File: src/design/afs_pkg.sv
// Shared constants, command codes and types for the LED frame serializer.
// No dependencies; every other design file imports this package.
`timescale 1ns / 1ps

package afs_pkg;

    localparam int PORT_COUNT      = 3;
    localparam int PIXELS_PER_PORT = 16;

    localparam int PIXEL_W    = 24;
    localparam int LAST_BIT   = 23;
    localparam int BITPOS_W   = 5;
    localparam int LINE_W     = 3;
    localparam int SLOT_W     = 13;
    localparam int TICK_W     = 16;
    localparam int BYTE_W     = 8;
    localparam int ROW_W      = (PIXELS_PER_PORT > 1) ? $clog2(PIXELS_PER_PORT) : 1;
    localparam int FRAME_BITS = PIXELS_PER_PORT * PIXEL_W;
    localparam int ROW_DATA_W = PORT_COUNT * PIXEL_W;

    // The slot offset is split by 8 with a shift and by 3 with a reciprocal
    // multiply, exact for every 10-bit quotient of the shift.
    localparam int DIV3_MUL   = 683;
    localparam int DIV3_SHIFT = 11;
    localparam int DIV_PROD_W = 2 * (SLOT_W - 3);

    localparam int FUNC_W     = 3;
    localparam int PORT_SEL_W = 2;
    localparam int S_TDATA_W  = 40;
    localparam int M_TDATA_W  = 8;
    localparam int CFG_IDX_W  = 3;
    localparam int CFG_DATA_W = 16;

    localparam logic [FUNC_W-1:0] FUNC_SET_PIXEL = 3'd0;
    localparam logic [FUNC_W-1:0] FUNC_SET_PORT  = 3'd1;
    localparam logic [FUNC_W-1:0] FUNC_SET_ALL   = 3'd2;
    localparam logic [FUNC_W-1:0] FUNC_REFRESH   = 3'd3;
    localparam logic [FUNC_W-1:0] FUNC_TICK      = 3'd4;

    localparam logic [CFG_IDX_W-1:0] REG_SLOT_PERIOD = 3'd0;
    localparam logic [CFG_IDX_W-1:0] REG_ZERO_HIGH   = 3'd1;
    localparam logic [CFG_IDX_W-1:0] REG_ONE_HIGH    = 3'd2;
    localparam logic [CFG_IDX_W-1:0] REG_LEAD_SLOTS  = 3'd3;
    localparam logic [CFG_IDX_W-1:0] REG_TRAIL_SLOTS = 3'd4;

    typedef struct packed {
        logic                bit_active;
        logic [BITPOS_W-1:0] bitpos;
        logic                lt_zero;
        logic                lt_one;
    } slot_info_t;

endpackage

File: src/design/afs_pixel_store.sv
// Pixel color memory: one row per pixel position, one 24-bit lane per chain.
// Lane-masked writes, registered reads, per-entry valid bits for reset to black.
`timescale 1ns / 1ps

module afs_pixel_store (
    input  logic                            aclk,
    input  logic                            aresetn,
    input  logic                            wr_en,
    input  logic [afs_pkg::ROW_W-1:0]       wr_row,
    input  logic [afs_pkg::PORT_COUNT-1:0]  wr_lanes,
    input  logic [afs_pkg::PIXEL_W-1:0]     wr_data,
    input  logic                            rd_en,
    input  logic [afs_pkg::ROW_W-1:0]       rd_row,
    output logic [afs_pkg::ROW_DATA_W-1:0]  rd_data
);
    import afs_pkg::*;

    logic [PORT_COUNT-1:0][PIXEL_W-1:0] mem [PIXELS_PER_PORT];
    logic [PORT_COUNT-1:0] valid_reg [PIXELS_PER_PORT];
    logic [PORT_COUNT-1:0][PIXEL_W-1:0] rd_q_reg;
    logic [PORT_COUNT-1:0] rd_vld_reg;

    always_ff @(posedge aclk) begin
        if (wr_en) begin
            for (int p = 0; p < PORT_COUNT; p++) begin
                if (wr_lanes[p]) begin
                    mem[wr_row][p] <= wr_data;
                end
            end
        end
        if (rd_en) begin
            rd_q_reg <= mem[rd_row];
        end
    end

    always_ff @(posedge aclk) begin
        if (!aresetn) begin
            for (int r = 0; r < PIXELS_PER_PORT; r++) begin
                valid_reg[r] <= '0;
            end
            rd_vld_reg <= '0;
        end else begin
            if (wr_en) begin
                valid_reg[wr_row] <= valid_reg[wr_row] | wr_lanes;
            end
            if (rd_en) begin
                rd_vld_reg <= valid_reg[rd_row];
            end
        end
    end

    always_comb begin
        for (int p = 0; p < PORT_COUNT; p++) begin
            rd_data[p*PIXEL_W +: PIXEL_W] = rd_vld_reg[p] ? rd_q_reg[p] : '0;
        end
    end

endmodule

File: src/design/afs_frame_timer.sv
// Frame timing: configuration registers, tick and slot counters, bit position.
// Depends on afs_pkg; tells the top level which pixel row and bit are on the line.
`timescale 1ns / 1ps

module afs_frame_timer (
    input  logic                            aclk,
    input  logic                            aresetn,
    input  logic                            cfg_wr_en,
    input  logic [afs_pkg::CFG_IDX_W-1:0]   cfg_index,
    input  logic [afs_pkg::CFG_DATA_W-1:0]  cfg_wdata,
    input  logic                            tick_go,
    input  logic                            refresh_go,
    output logic                            sending,
    output logic                            busy_next,
    output logic [afs_pkg::ROW_W-1:0]       pix_row,
    output afs_pkg::slot_info_t             info
);
    import afs_pkg::*;

    logic [TICK_W-1:0]    slot_period_reg;
    logic [BYTE_W-1:0]    zero_high_reg;
    logic [BYTE_W-1:0]    one_high_reg;
    logic [BYTE_W-1:0]    lead_reg;
    logic [BYTE_W-1:0]    trail_reg;

    logic [TICK_W-1:0]    tick_reg, tick_next;
    logic [SLOT_W-1:0]    slot_reg, slot_next;
    logic                 sending_reg, sending_next;

    logic                 in_pixels;
    logic [SLOT_W:0]      slot_inc;
    logic [SLOT_W:0]      frame_slots;
    logic [SLOT_W-1:0]    rel;
    logic [SLOT_W-4:0]    rel_oct;
    logic [DIV_PROD_W-1:0] div_prod;
    logic [SLOT_W-1:0]    pix;
    logic [SLOT_W-1:0]    pix_base;
    logic [SLOT_W-1:0]    rem;
    logic [BITPOS_W-1:0]  bit_idx;

    always_ff @(posedge aclk) begin
        if (!aresetn) begin
            slot_period_reg <= 16'd179;
            zero_high_reg   <= 8'd45;
            one_high_reg    <= 8'd115;
            lead_reg        <= 8'd5;
            trail_reg       <= 8'd80;
        end else if (cfg_wr_en) begin
            case (cfg_index)
                REG_SLOT_PERIOD: slot_period_reg <= cfg_wdata;
                REG_ZERO_HIGH:   zero_high_reg   <= cfg_wdata[BYTE_W-1:0];
                REG_ONE_HIGH:    one_high_reg    <= cfg_wdata[BYTE_W-1:0];
                REG_LEAD_SLOTS:  lead_reg        <= cfg_wdata[BYTE_W-1:0];
                REG_TRAIL_SLOTS: trail_reg       <= cfg_wdata[BYTE_W-1:0];
                default: begin
                end
            endcase
        end
    end

    // The pixel and bit on the line follow from the slot and the current lead.
    assign rel      = slot_reg - SLOT_W'(lead_reg);
    assign rel_oct  = rel[SLOT_W-1:3];
    assign div_prod = DIV_PROD_W'(rel_oct) * DIV_PROD_W'(DIV3_MUL);
    assign pix      = SLOT_W'(div_prod >> DIV3_SHIFT);
    assign pix_base = (pix << 4) + (pix << 3);
    assign rem      = rel - pix_base;
    assign bit_idx  = BITPOS_W'(LAST_BIT) - rem[BITPOS_W-1:0];

    assign in_pixels = sending_reg && (slot_reg >= SLOT_W'(lead_reg))
                       && (rel < SLOT_W'(FRAME_BITS));
    assign slot_inc = {1'b0, slot_reg} + 1'b1;
    assign frame_slots = (SLOT_W+1)'(lead_reg) + (SLOT_W+1)'(FRAME_BITS)
                         + (SLOT_W+1)'(trail_reg);

    always_comb begin
        tick_next    = tick_reg;
        slot_next    = slot_reg;
        sending_next = sending_reg;
        if (refresh_go) begin
            sending_next = 1'b1;
            tick_next    = '0;
            slot_next    = '0;
        end else if (tick_go && sending_reg) begin
            if (tick_reg >= slot_period_reg) begin
                tick_next = '0;
                slot_next = slot_inc[SLOT_W-1:0];
                if (slot_inc >= frame_slots) begin
                    sending_next = 1'b0;
                    slot_next    = '0;
                end
            end else begin
                tick_next = tick_reg + 1'b1;
            end
        end
    end

    always_ff @(posedge aclk) begin
        if (!aresetn) begin
            tick_reg    <= '0;
            slot_reg    <= '0;
            sending_reg <= 1'b0;
        end else begin
            tick_reg    <= tick_next;
            slot_reg    <= slot_next;
            sending_reg <= sending_next;
        end
    end

    assign sending         = sending_reg;
    assign busy_next       = sending_next;
    assign pix_row         = pix[ROW_W-1:0];
    assign info.bit_active = in_pixels;
    assign info.bitpos     = bit_idx;
    assign info.lt_zero    = tick_reg < TICK_W'(zero_high_reg);
    assign info.lt_one     = tick_reg < TICK_W'(one_high_reg);

endmodule

File: src/design/addressable_led_frame_serializer.sv
// Addressable LED frame serializer: top level with command decode, fill sweep
// and result pipeline. Depends on afs_pkg, afs_pixel_store and afs_frame_timer.
//
// Usage: each request on the s_ channel is one command (set pixel, set port,
// set all, refresh, or timer tick), and each produces exactly one result on
// the m_ channel holding the line levels for that tick, the busy flag and the
// accepted flag. A request passes the read stage, then the result register.
// Ticks, single pixel sets and refreshes are taken one per cycle; the pixel
// row for a tick is read from the memory at the request edge and its data is
// registered. An accepted set port or set all command writes one row of the
// memory per cycle, so s_tready stays low until every row is written. After
// reset every pixel reads black, the block is idle and the timing registers
// hold their defaults. When the receiver stalls, the result register and the
// read stage hold their contents and s_tready drops once both are full.
`timescale 1ns / 1ps

module addressable_led_frame_serializer (
    input  logic                            aclk,
    input  logic                            aresetn,
    input  logic                            s_tvalid,
    output logic                            s_tready,
    // port_select[1:0], pixel_index[9:2], red[17:10], green[25:18], blue[33:26]
    input  logic [afs_pkg::S_TDATA_W-1:0]   s_tdata,
    // func[2:0]
    input  logic [afs_pkg::FUNC_W-1:0]      s_tuser,
    output logic                            m_tvalid,
    input  logic                            m_tready,
    // line_levels[2:0], frame_busy[3], accepted[4]
    output logic [afs_pkg::M_TDATA_W-1:0]   m_tdata,
    input  logic                            cfg_wr_en,
    input  logic [afs_pkg::CFG_IDX_W-1:0]   cfg_index,
    input  logic [afs_pkg::CFG_DATA_W-1:0]  cfg_wdata
);
    import afs_pkg::*;

    logic [PORT_SEL_W-1:0] port_sel;
    logic [BYTE_W-1:0]     pix_idx;
    logic [PIXEL_W-1:0]    grb;
    logic                  req_accept;
    logic                  port_ok, pix_ok, cmd_ok;

    logic                  sending, busy_next;
    logic [ROW_W-1:0]      pix_row;
    slot_info_t            info;

    logic                  sweep_reg, sweep_next;
    logic [ROW_W-1:0]      sweep_row_reg, sweep_row_next;
    logic [PORT_COUNT-1:0] sweep_lanes_reg, sweep_lanes_next;
    logic [PIXEL_W-1:0]    sweep_data_reg, sweep_data_next;

    logic                  wr_en;
    logic [ROW_W-1:0]      wr_row;
    logic [PORT_COUNT-1:0] wr_lanes;
    logic [PIXEL_W-1:0]    wr_data;
    logic [ROW_DATA_W-1:0] rd_data;

    logic                  s1_valid_reg, s1_tick_reg, s1_busy_reg, s1_acc_reg;
    slot_info_t            s1_info_reg;
    logic                  m_load;
    logic                  m_valid_reg;
    logic [M_TDATA_W-1:0]  m_data_reg;
    logic [LINE_W-1:0]     levels;
    logic [PIXEL_W-1:0]    word;

    assign port_sel = s_tdata[1:0];
    assign pix_idx  = s_tdata[9:2];
    assign grb      = {s_tdata[25:18], s_tdata[17:10], s_tdata[33:26]};

    assign port_ok = {1'b0, port_sel} < (PORT_SEL_W+1)'(PORT_COUNT);
    assign pix_ok  = {1'b0, pix_idx} < (BYTE_W+1)'(PIXELS_PER_PORT);

    always_comb begin
        case (s_tuser)
            FUNC_SET_PIXEL: cmd_ok = port_ok && pix_ok;
            FUNC_SET_PORT:  cmd_ok = port_ok;
            FUNC_SET_ALL:   cmd_ok = 1'b1;
            FUNC_REFRESH:   cmd_ok = !sending;
            FUNC_TICK:      cmd_ok = 1'b1;
            default:        cmd_ok = 1'b0;
        endcase
    end

    assign m_load     = s1_valid_reg && (!m_valid_reg || m_tready);
    assign s_tready   = !sweep_reg && (!s1_valid_reg || m_load);
    assign req_accept = s_tvalid && s_tready;

    afs_frame_timer u_timer (
        .aclk       (aclk),
        .aresetn    (aresetn),
        .cfg_wr_en  (cfg_wr_en),
        .cfg_index  (cfg_index),
        .cfg_wdata  (cfg_wdata),
        .tick_go    (req_accept && (s_tuser == FUNC_TICK)),
        .refresh_go (req_accept && (s_tuser == FUNC_REFRESH) && !sending),
        .sending    (sending),
        .busy_next  (busy_next),
        .pix_row    (pix_row),
        .info       (info)
    );

    always_comb begin
        sweep_next       = sweep_reg;
        sweep_row_next   = sweep_row_reg;
        sweep_lanes_next = sweep_lanes_reg;
        sweep_data_next  = sweep_data_reg;
        if (sweep_reg) begin
            if (sweep_row_reg == ROW_W'(PIXELS_PER_PORT - 1)) begin
                sweep_next = 1'b0;
            end
            sweep_row_next = sweep_row_reg + 1'b1;
        end else if (req_accept && cmd_ok
                     && ((s_tuser == FUNC_SET_PORT) || (s_tuser == FUNC_SET_ALL))) begin
            sweep_next       = 1'b1;
            sweep_row_next   = '0;
            sweep_data_next  = grb;
            sweep_lanes_next = (s_tuser == FUNC_SET_ALL) ? {PORT_COUNT{1'b1}}
                               : PORT_COUNT'(1) << port_sel;
        end
    end

    always_ff @(posedge aclk) begin
        if (!aresetn) begin
            sweep_reg <= 1'b0;
        end else begin
            sweep_reg <= sweep_next;
        end
        sweep_row_reg   <= sweep_row_next;
        sweep_lanes_reg <= sweep_lanes_next;
        sweep_data_reg  <= sweep_data_next;
    end

    always_comb begin
        if (sweep_reg) begin
            wr_en    = 1'b1;
            wr_row   = sweep_row_reg;
            wr_lanes = sweep_lanes_reg;
            wr_data  = sweep_data_reg;
        end else begin
            wr_en    = req_accept && cmd_ok && (s_tuser == FUNC_SET_PIXEL);
            wr_row   = pix_idx[ROW_W-1:0];
            wr_lanes = PORT_COUNT'(1) << port_sel;
            wr_data  = grb;
        end
    end

    afs_pixel_store u_store (
        .aclk     (aclk),
        .aresetn  (aresetn),
        .wr_en    (wr_en),
        .wr_row   (wr_row),
        .wr_lanes (wr_lanes),
        .wr_data  (wr_data),
        .rd_en    (req_accept && (s_tuser == FUNC_TICK)),
        .rd_row   (pix_row),
        .rd_data  (rd_data)
    );

    always_ff @(posedge aclk) begin
        if (!aresetn) begin
            s1_valid_reg <= 1'b0;
        end else if (req_accept) begin
            s1_valid_reg <= 1'b1;
        end else if (m_load) begin
            s1_valid_reg <= 1'b0;
        end
        if (req_accept) begin
            s1_tick_reg <= s_tuser == FUNC_TICK;
            s1_busy_reg <= busy_next;
            s1_acc_reg  <= cmd_ok;
            s1_info_reg <= info;
        end
    end

    always_comb begin
        levels = '0;
        word   = '0;
        for (int p = 0; p < LINE_W; p++) begin
            if (p < PORT_COUNT) begin
                word = rd_data[p*PIXEL_W +: PIXEL_W];
                levels[p] = s1_tick_reg && s1_info_reg.bit_active
                            && (word[s1_info_reg.bitpos] ? s1_info_reg.lt_one
                                                         : s1_info_reg.lt_zero);
            end
        end
    end

    always_ff @(posedge aclk) begin
        if (!aresetn) begin
            m_valid_reg <= 1'b0;
        end else if (m_load) begin
            m_valid_reg <= 1'b1;
        end else if (m_tready) begin
            m_valid_reg <= 1'b0;
        end
        if (m_load) begin
            m_data_reg <= M_TDATA_W'({s1_acc_reg, s1_busy_reg, levels});
        end
    end

    assign m_tvalid = m_valid_reg;
    assign m_tdata  = m_data_reg;

endmodule

File: config.mk
export PLATFORM = sky130hd
export DESIGN_NAME = addressable_led_frame_serializer
export DESIGN_NICKNAME = d
export VERILOG_FILES = /design/src/design/afs_pkg.sv /design/src/design/afs_pixel_store.sv /design/src/design/afs_frame_timer.sv /design/src/design/addressable_led_frame_serializer.sv
export SDC_FILE = /design/constraint.sdc
export NUM_CORES = 2
export LEC_CHECK = 0
export BUFFER_PORTS_ARGS = -buffer_cell sky130_fd_sc_hd__clkbuf_2
export CORE_MARGIN = 2
export CORE_UTILIZATION = 33
export CTS_CLUSTER_DIAMETER = 40
export DETAILED_ROUTE_END_ITERATION = 16
export PLACE_DENSITY_LB_ADDON = 0.2
export SLEW_MARGIN = 20
export SYNTH_ARGS = -nofsm -noshare
export SYNTH_HDL_FRONTEND = slang
export SYNTH_HIERARCHICAL = 1
export SYNTH_SLANG_ARGS = --single-unit
File: constraint.sdc
create_clock -name aclk -period 17.71 [get_ports aclk]
set_input_delay 0.8855 -clock aclk [delete_from_list [all_inputs] [get_ports aclk]]
set_output_delay 0.8855 -clock aclk [all_outputs]
set_load 0.1 [all_outputs]
# Yosys cells after proc, flatten, opt, wreduce, memory -nomap -nowiden

Memory sizes are Yosys's and may differ from the RTL's. A register that Yosys moved wholly into a read port is not among the register bits.
Cells that the tools add are included.

$add $sub $neg: 9
Multipliers: 1
Divide/modulo/power cells: 0
Magnitude comparators: 9
Equality and inequality tests: 9
Shift-type cells: 1
Mux-type cells: 48
Bitwise gates (word level): 3
Reduce and logical (&&, ||, !) cells: 40

Operator list:

| kind                                                                   | count |
|---|---|
| 24-bit two-way mux                                                     | 4 |
| 16-bit by 8-bit < comparator with 1-bit output                         | 2 |
| 1-bit two-way mux                                                      | 32 |
| 1-bit logical AND                                                      | 17 |
| 16-bit by 1-bit adder with 16-bit output (second input constant)       | 1 |
| 16-bit >= comparator                                                   | 1 |
| 16-bit two-way mux                                                     | 1 |
| 4-bit two-way mux                                                      | 4 |
| 1-bit binary-select mux with 5-bit select                              | 3 |
| 10-bit by 10-bit multiplier with 15-bit output (second input constant) | 1 |
| 13-bit by 1-bit adder with 14-bit output (second input constant)       | 1 |
| 14-bit by 8-bit adder with 14-bit output                               | 1 |
| 14-bit >= comparator                                                   | 1 |
| 2-bit AND reduction                                                    | 7 |
| 13-bit by 8-bit >= comparator with 1-bit output                        | 1 |
| 13-bit by 9-bit < comparator with 1-bit output (second input constant) | 1 |
| 13-bit two-way mux                                                     | 1 |
| 13-bit by 8-bit subtractor with 13-bit output                          | 1 |
| 3-bit by 2-bit == test with 1-bit output (second input constant)       | 4 |
| 8-bit by 9-bit adder with 10-bit output (second input constant)        | 1 |
| 8-bit by 5-bit < comparator with 1-bit output (second input constant)  | 1 |
| 3-bit by 1-bit == test with 1-bit output (second input constant)       | 2 |
| 3-bit == test (second input constant)                                  | 2 |
| 3-bit logical NOT                                                      | 2 |
| other kinds (17)                                                       | 28 |

Register bits: 128
Bits in latches: 0
RAM bits: 1200
ROM bits: 0
Input bits: 67
Output and inout bits: 10
Memories kept: 2

Memory list:

| memory            | depth | bits a word | rd ports | clocked after memory_dff | wr ports | RTL line              | source |
|---|---|---|---|---|---|---|---|
| u_store.mem       | 16    | 72          | 1        | 1                        | 1        | afs_pixel_store.sv:18 | `logic [PORT_COUNT-1:0][PIXEL_W-1:0] mem [PIXELS_PER_PORT];` |
| u_store.valid_reg | 16    | 3           | 2        | 1                        | 16       | afs_pixel_store.sv:19 | `logic [PORT_COUNT-1:0] valid_reg [PIXELS_PER_PORT];` |

# Depth between registers and ports, before layout

Depth in word-level cells: 14
Mapped depth: 31

# By module

Netlist, hierarchy kept.

By module, submodules not included:

| module                           | instances | cells an instance | area each (µm²) | seq. area each (µm²) |
|---|---|---|---|---|
| afs_pixel_store                  | 1         | 2067              | 48871.9         | 38256.7 |
| afs_frame_timer                  | 1         | 758               | 6431.2          | 1561.5 |
| addressable_led_frame_serializer | 1         | 202               | 2798.9          | 1471.4 |

# Worst setup path before layout

OpenSTA, ideal clock, no wires.

Kind: reg-to-reg
Start: register u_timer.slot_reg[0]
End: register u_store/rd_q_reg[0] (netlist name), read port of u_store.mem, data pin
Library setup time: 0.272 ns
Arrival: 7.071 ns
Required time: 17.438 ns
Slack: 10.367 ns
Cell stages (with the launch flop): 30
Path buffers: 3
Clock period less this slack: 7.343 ns
Cell sequence: dfxtp_1 -> inv_1 -> ha_1 -> inv_1 -> fa_1 -> a21o_1 -> nand4_1 -> a21boi_0 -> o21ai_1 -> nand2b_1 -> xnor2_1 -> ha_1 -> ha_1 -> fa_1 -> fa_1 -> inv_1 -> fa_1 -> inv_1 -> ha_1 -> a21oi_1 -> a21oi_1 -> or4b_1 -> a31o_2 -> nand2_1 -> xnor2_1 -> buf_2 -> buf_2 -> clkbuf_1 -> mux4_2 -> mux4_2

Word-level cells in the longest chain between the ends: 2

RTL lines:

| what                                           | RTL line                               | source |
|---|---|---|
| start: declaration                             | afs_frame_timer.sv:27                  | `logic [SLOT_W-1:0] slot_reg, slot_next;` |
| start signal: assignment                       | afs_frame_timer.sv:105                 | `slot_reg <= slot_next;` |
| 13-bit by 8-bit subtractor with 13-bit output  | afs_frame_timer.sv:62                  | `assign rel = slot_reg - SLOT_W'(lead_reg);` |
| 10-bit by 10-bit multiplier with 15-bit output | afs_frame_timer.sv:64                  | `assign div_prod = DIV_PROD_W'(rel_oct) * DIV_PROD_W'(DIV3_MUL);` |
| net pix_row[1]                                 | addressable_led_frame_serializer.sv:43 | `logic [ROW_W-1:0] pix_row;` |
| end: declaration                               | afs_pixel_store.sv:20                  | `logic [PORT_COUNT-1:0][PIXEL_W-1:0] rd_q_reg;` |

The timed path passes the listed nets, and every way through them passes these cells.
A chain may end at the register's enable or synchronous reset.

# Final worst setup path

Start: register u_timer.slot_reg[0]
End: register u_store/rd_q_reg[13] (netlist name), read port of u_store.mem, data pin

Same word-level chain as after synthesis.

==> impl_results.md <==
- DR vias: roughly 29000
- WP data arrival: just under 10000 ps
- Met2 wire len: 69700 um
- Max stage delay cell, worst path: buf_4
- Post-Synth XOR/XNOR Area: less than 1%
- WL met1: ~65000 um
- Syn Inst Count: between 3000 and 4000
- Reg2Reg Depth: 29
- Asr flop ratio synth: 0%
- Final slew viol count: 0
- CP Max Fanout: 120
- H-tree depth: 4
- Initial antenna violation count: 2
- Clock transition at path regs: ~60 ps
- PostCTS Resize Cnt: 0
- Layout fillers: 15900
- Maximum clock frequency: 0.107 GHz
- Clk_skew: approximately 27 ps
- Final HPWL DP: 78500 um
- CTS Buffer Depth: 3
- Worst Setup SP: u_timer/slot_reg[0]
- Post-route antenna net violation count: 0
- Initial core utilization: around 33%
- Post-layout min period: roughly 9300 ps
- Setup-failing EPs final: 0
- Met3 wire len: between 6000 and 7000 um
- Area grow syn2layout: 17.1%
- Layout cells sized above 1: 28.0%
- Largest net degree at the start of global routing: 121
- Status: completed
- Power per cell area: 180 nW/um2
- Slew margin rel.: between 20% and 30%
- Tightest Hold Check Type: in -> reg
- Hold_buf cts: 0
- CTS root buffer: clkbuf_16
- Highest metal used: met4
- Worst Path Required: 18230 ps
- Syn avg cell area: 19.2 um2
- CTS Buf Count: around 180
- Site Rows: 154
- EDFF count, synth: roughly 1300
- Post-synthesis compound-gate area fraction: under 10%
- Die Y: roughly 420 um
- Vias per cell: 5.01
- Lkg Pwr: around 22 nW
- Type of origin of the critical path: flop
- Drt pass-1 iters: 7
- Initial DRC count: 2340
- Number of global-route vias before repair: roughly 30000
- Num ports: 77
- Post-Synth Adder-Cell Area: under 10%
- Post-synthesis simple-gate area fraction: around 4.6%
- GRT Util Overall: 16.0%
- Nets: 3412
- Clk sinks: approximately 1400
- GRT overflow: 0
- CP max stage delay: about 710 ps
- Largest family of logic cells by synthesized area: multiplexers
- Synth unique cells: just over 70
- Routed Wire Length: approximately 140000 um
- Setup TNS: 0 ps
- Tcrit/Tclk final: 52.5%
- TritonCTS clock tree: done
- WL per Instance: around 25 um
- Sequential area share after synthesis: 71.1%
- Slew @ Worst Pin: between 1000 and 1500 ps
- Post-synthesis mux area share: 16.2%
- Main flop type after synthesis: edfxtp_1
- Die W: 424 um
- Number of setup buffers added after CTS: 0
- First-pass GRT wire length: ~210000 um
- Clock Latency Late Sink: 810 ps
- Core ar.: ~180000 um2
- Pre-CTS setup slack: 8230 ps
- Yosys warning total: 6
- GP Congestion: ~0.78
- Worst Slack Setup Final: roughly 8400 ps
- Flops & latches, synth: around 1400
- Die area: 179000 um2
- I/O Buffers: 67
- Crit Path Category: reg -> reg
- Post-synthesis cell area: 58100 um2
- VDD IR max: between 0.3 and 0.4 mV
- Final hold viol count: 0
- CP Capture Type: flop
- Hold Crit Start: s_tdata[15]
- Worst r2r src: u_timer/slot_reg[0]
- Max cap viols: 0
- Hold depth: 1
- Max reg flops: 1152
- RSZ-0062 raised after global routing: no
- DRC violations left: 0
## cell usage after synthesis (all sizes together), types with 33 or more instances
cell	n	area, um2
mux2	38	428
nand2	176	663
edfxtp	1319	39600
mux2i	43	430
inv	106	398
clkbuf	73	274
mux4	380	8560
nand3	54	283
ha	108	1350
a21boi	33	248
buf	78	531
nor2	137	514
and2	84	526
dfxtp	84	1680
## final cells by class
cell class                      count  area (um2)  share of cell area, %
Antenna cell                        1        2.50                0.00368
Clock buffer                      203        4720                   6.94
Clock inverter                    137        1590                   2.34
Inverter                          106         398                  0.585
Multi-Input combinational cell   1369       16000                   23.6
Sequential cell                  1403       41300                   60.7
Tap cell                         2340        2930                   4.30
Timing Repair Buffer              153        1060                   1.56
## worst max-delay path, delay by kind of cell, from the launching register on
family / cells / cell delay, ps
adders and majority gates: 8 / 3090
buffers and inverters: 7 / 2030
xor gates and xnor gates: 2 / 580
AOI/OAI and AO/OA: 6 / 1010
DFF: 1 / 380
muxes: 2 / 920
and+or+nand+nor: 4 / 790
## final timing paths
path / endpoint / slack (ps)
setup reg to reg: u_store/rd_q_reg[13] / 8410
setup / recovery: u_store/rd_q_reg[13] / 8410
hold / removal: sweep_data_reg[13] / 270
hold reg to reg: m_tdata[3] / 420
## through the flow
stage	hold WS (ps)	total power, W	cell area [um2]	instances	util [%]
4_1_cts	202	0.0125	68000	5711	38.7
6_report	271	0.0122	68000	5712	38.8
2_1_floorplan	400	0.00766	58100	3029	-
3_3_place_gp	402	0.00864	61700	5369	35.1
3_5_place_dp	407	0.00865	61700	5371	35.2
5_1_grt	221	0.0128	68000	5712	38.8
## cells in the final DEF, fill, tap and decap left out, drive strengths merged, types with 6 or more instances in the layout
cell type	Yosys	final
dfxtp	84	84
o21ai	22	22
or2	6	6
ha	108	108
xor2	25	25
mux2i	43	43
and2	84	84
nor4	9	9
o211ai	15	15
fa	22	22
a21oi	26	26
clkinvlp	0	25
a22oi	12	12
a21boi	33	33
nand4	19	19
nand3	54	54
and3	10	10
buf	78	86
a21o	18	18
clkbuf	73	270
bufinv	0	27
clkinv	0	59
mux4	380	380
nor2b	20	20
mux2	38	38
edfxtp	1319	1319
nand2	176	176
xnor2	29	29
nand2b	16	16
nor2	137	137
inv	106	132
## routing by layer
metal	vias up	track usage, %
li1	12500	-
met1	15200	22.2
met2	673	26.4
met3	202	2.53
met4	0	4.12
met5	-	0
## cells by family after synthesis
group | Yosys count
simple gates | 550
xor+xnor | 56
fa+ha+maj | 130
mux | 461
buf+inv | 257
other cells | 1
compound gates | 169
flops | 1403
## where the power goes
part           switching (W)  leakage [nW]  internal (W)  total [W]
logic                0.00214          6.64       0.00243    0.00458
registers          0.0000212          12.6       0.00383    0.00385
clock network        0.00146          3.01       0.00233    0.00380
total                0.00363          22.3       0.00860     0.0122
(Power assumes the default switching activity.)
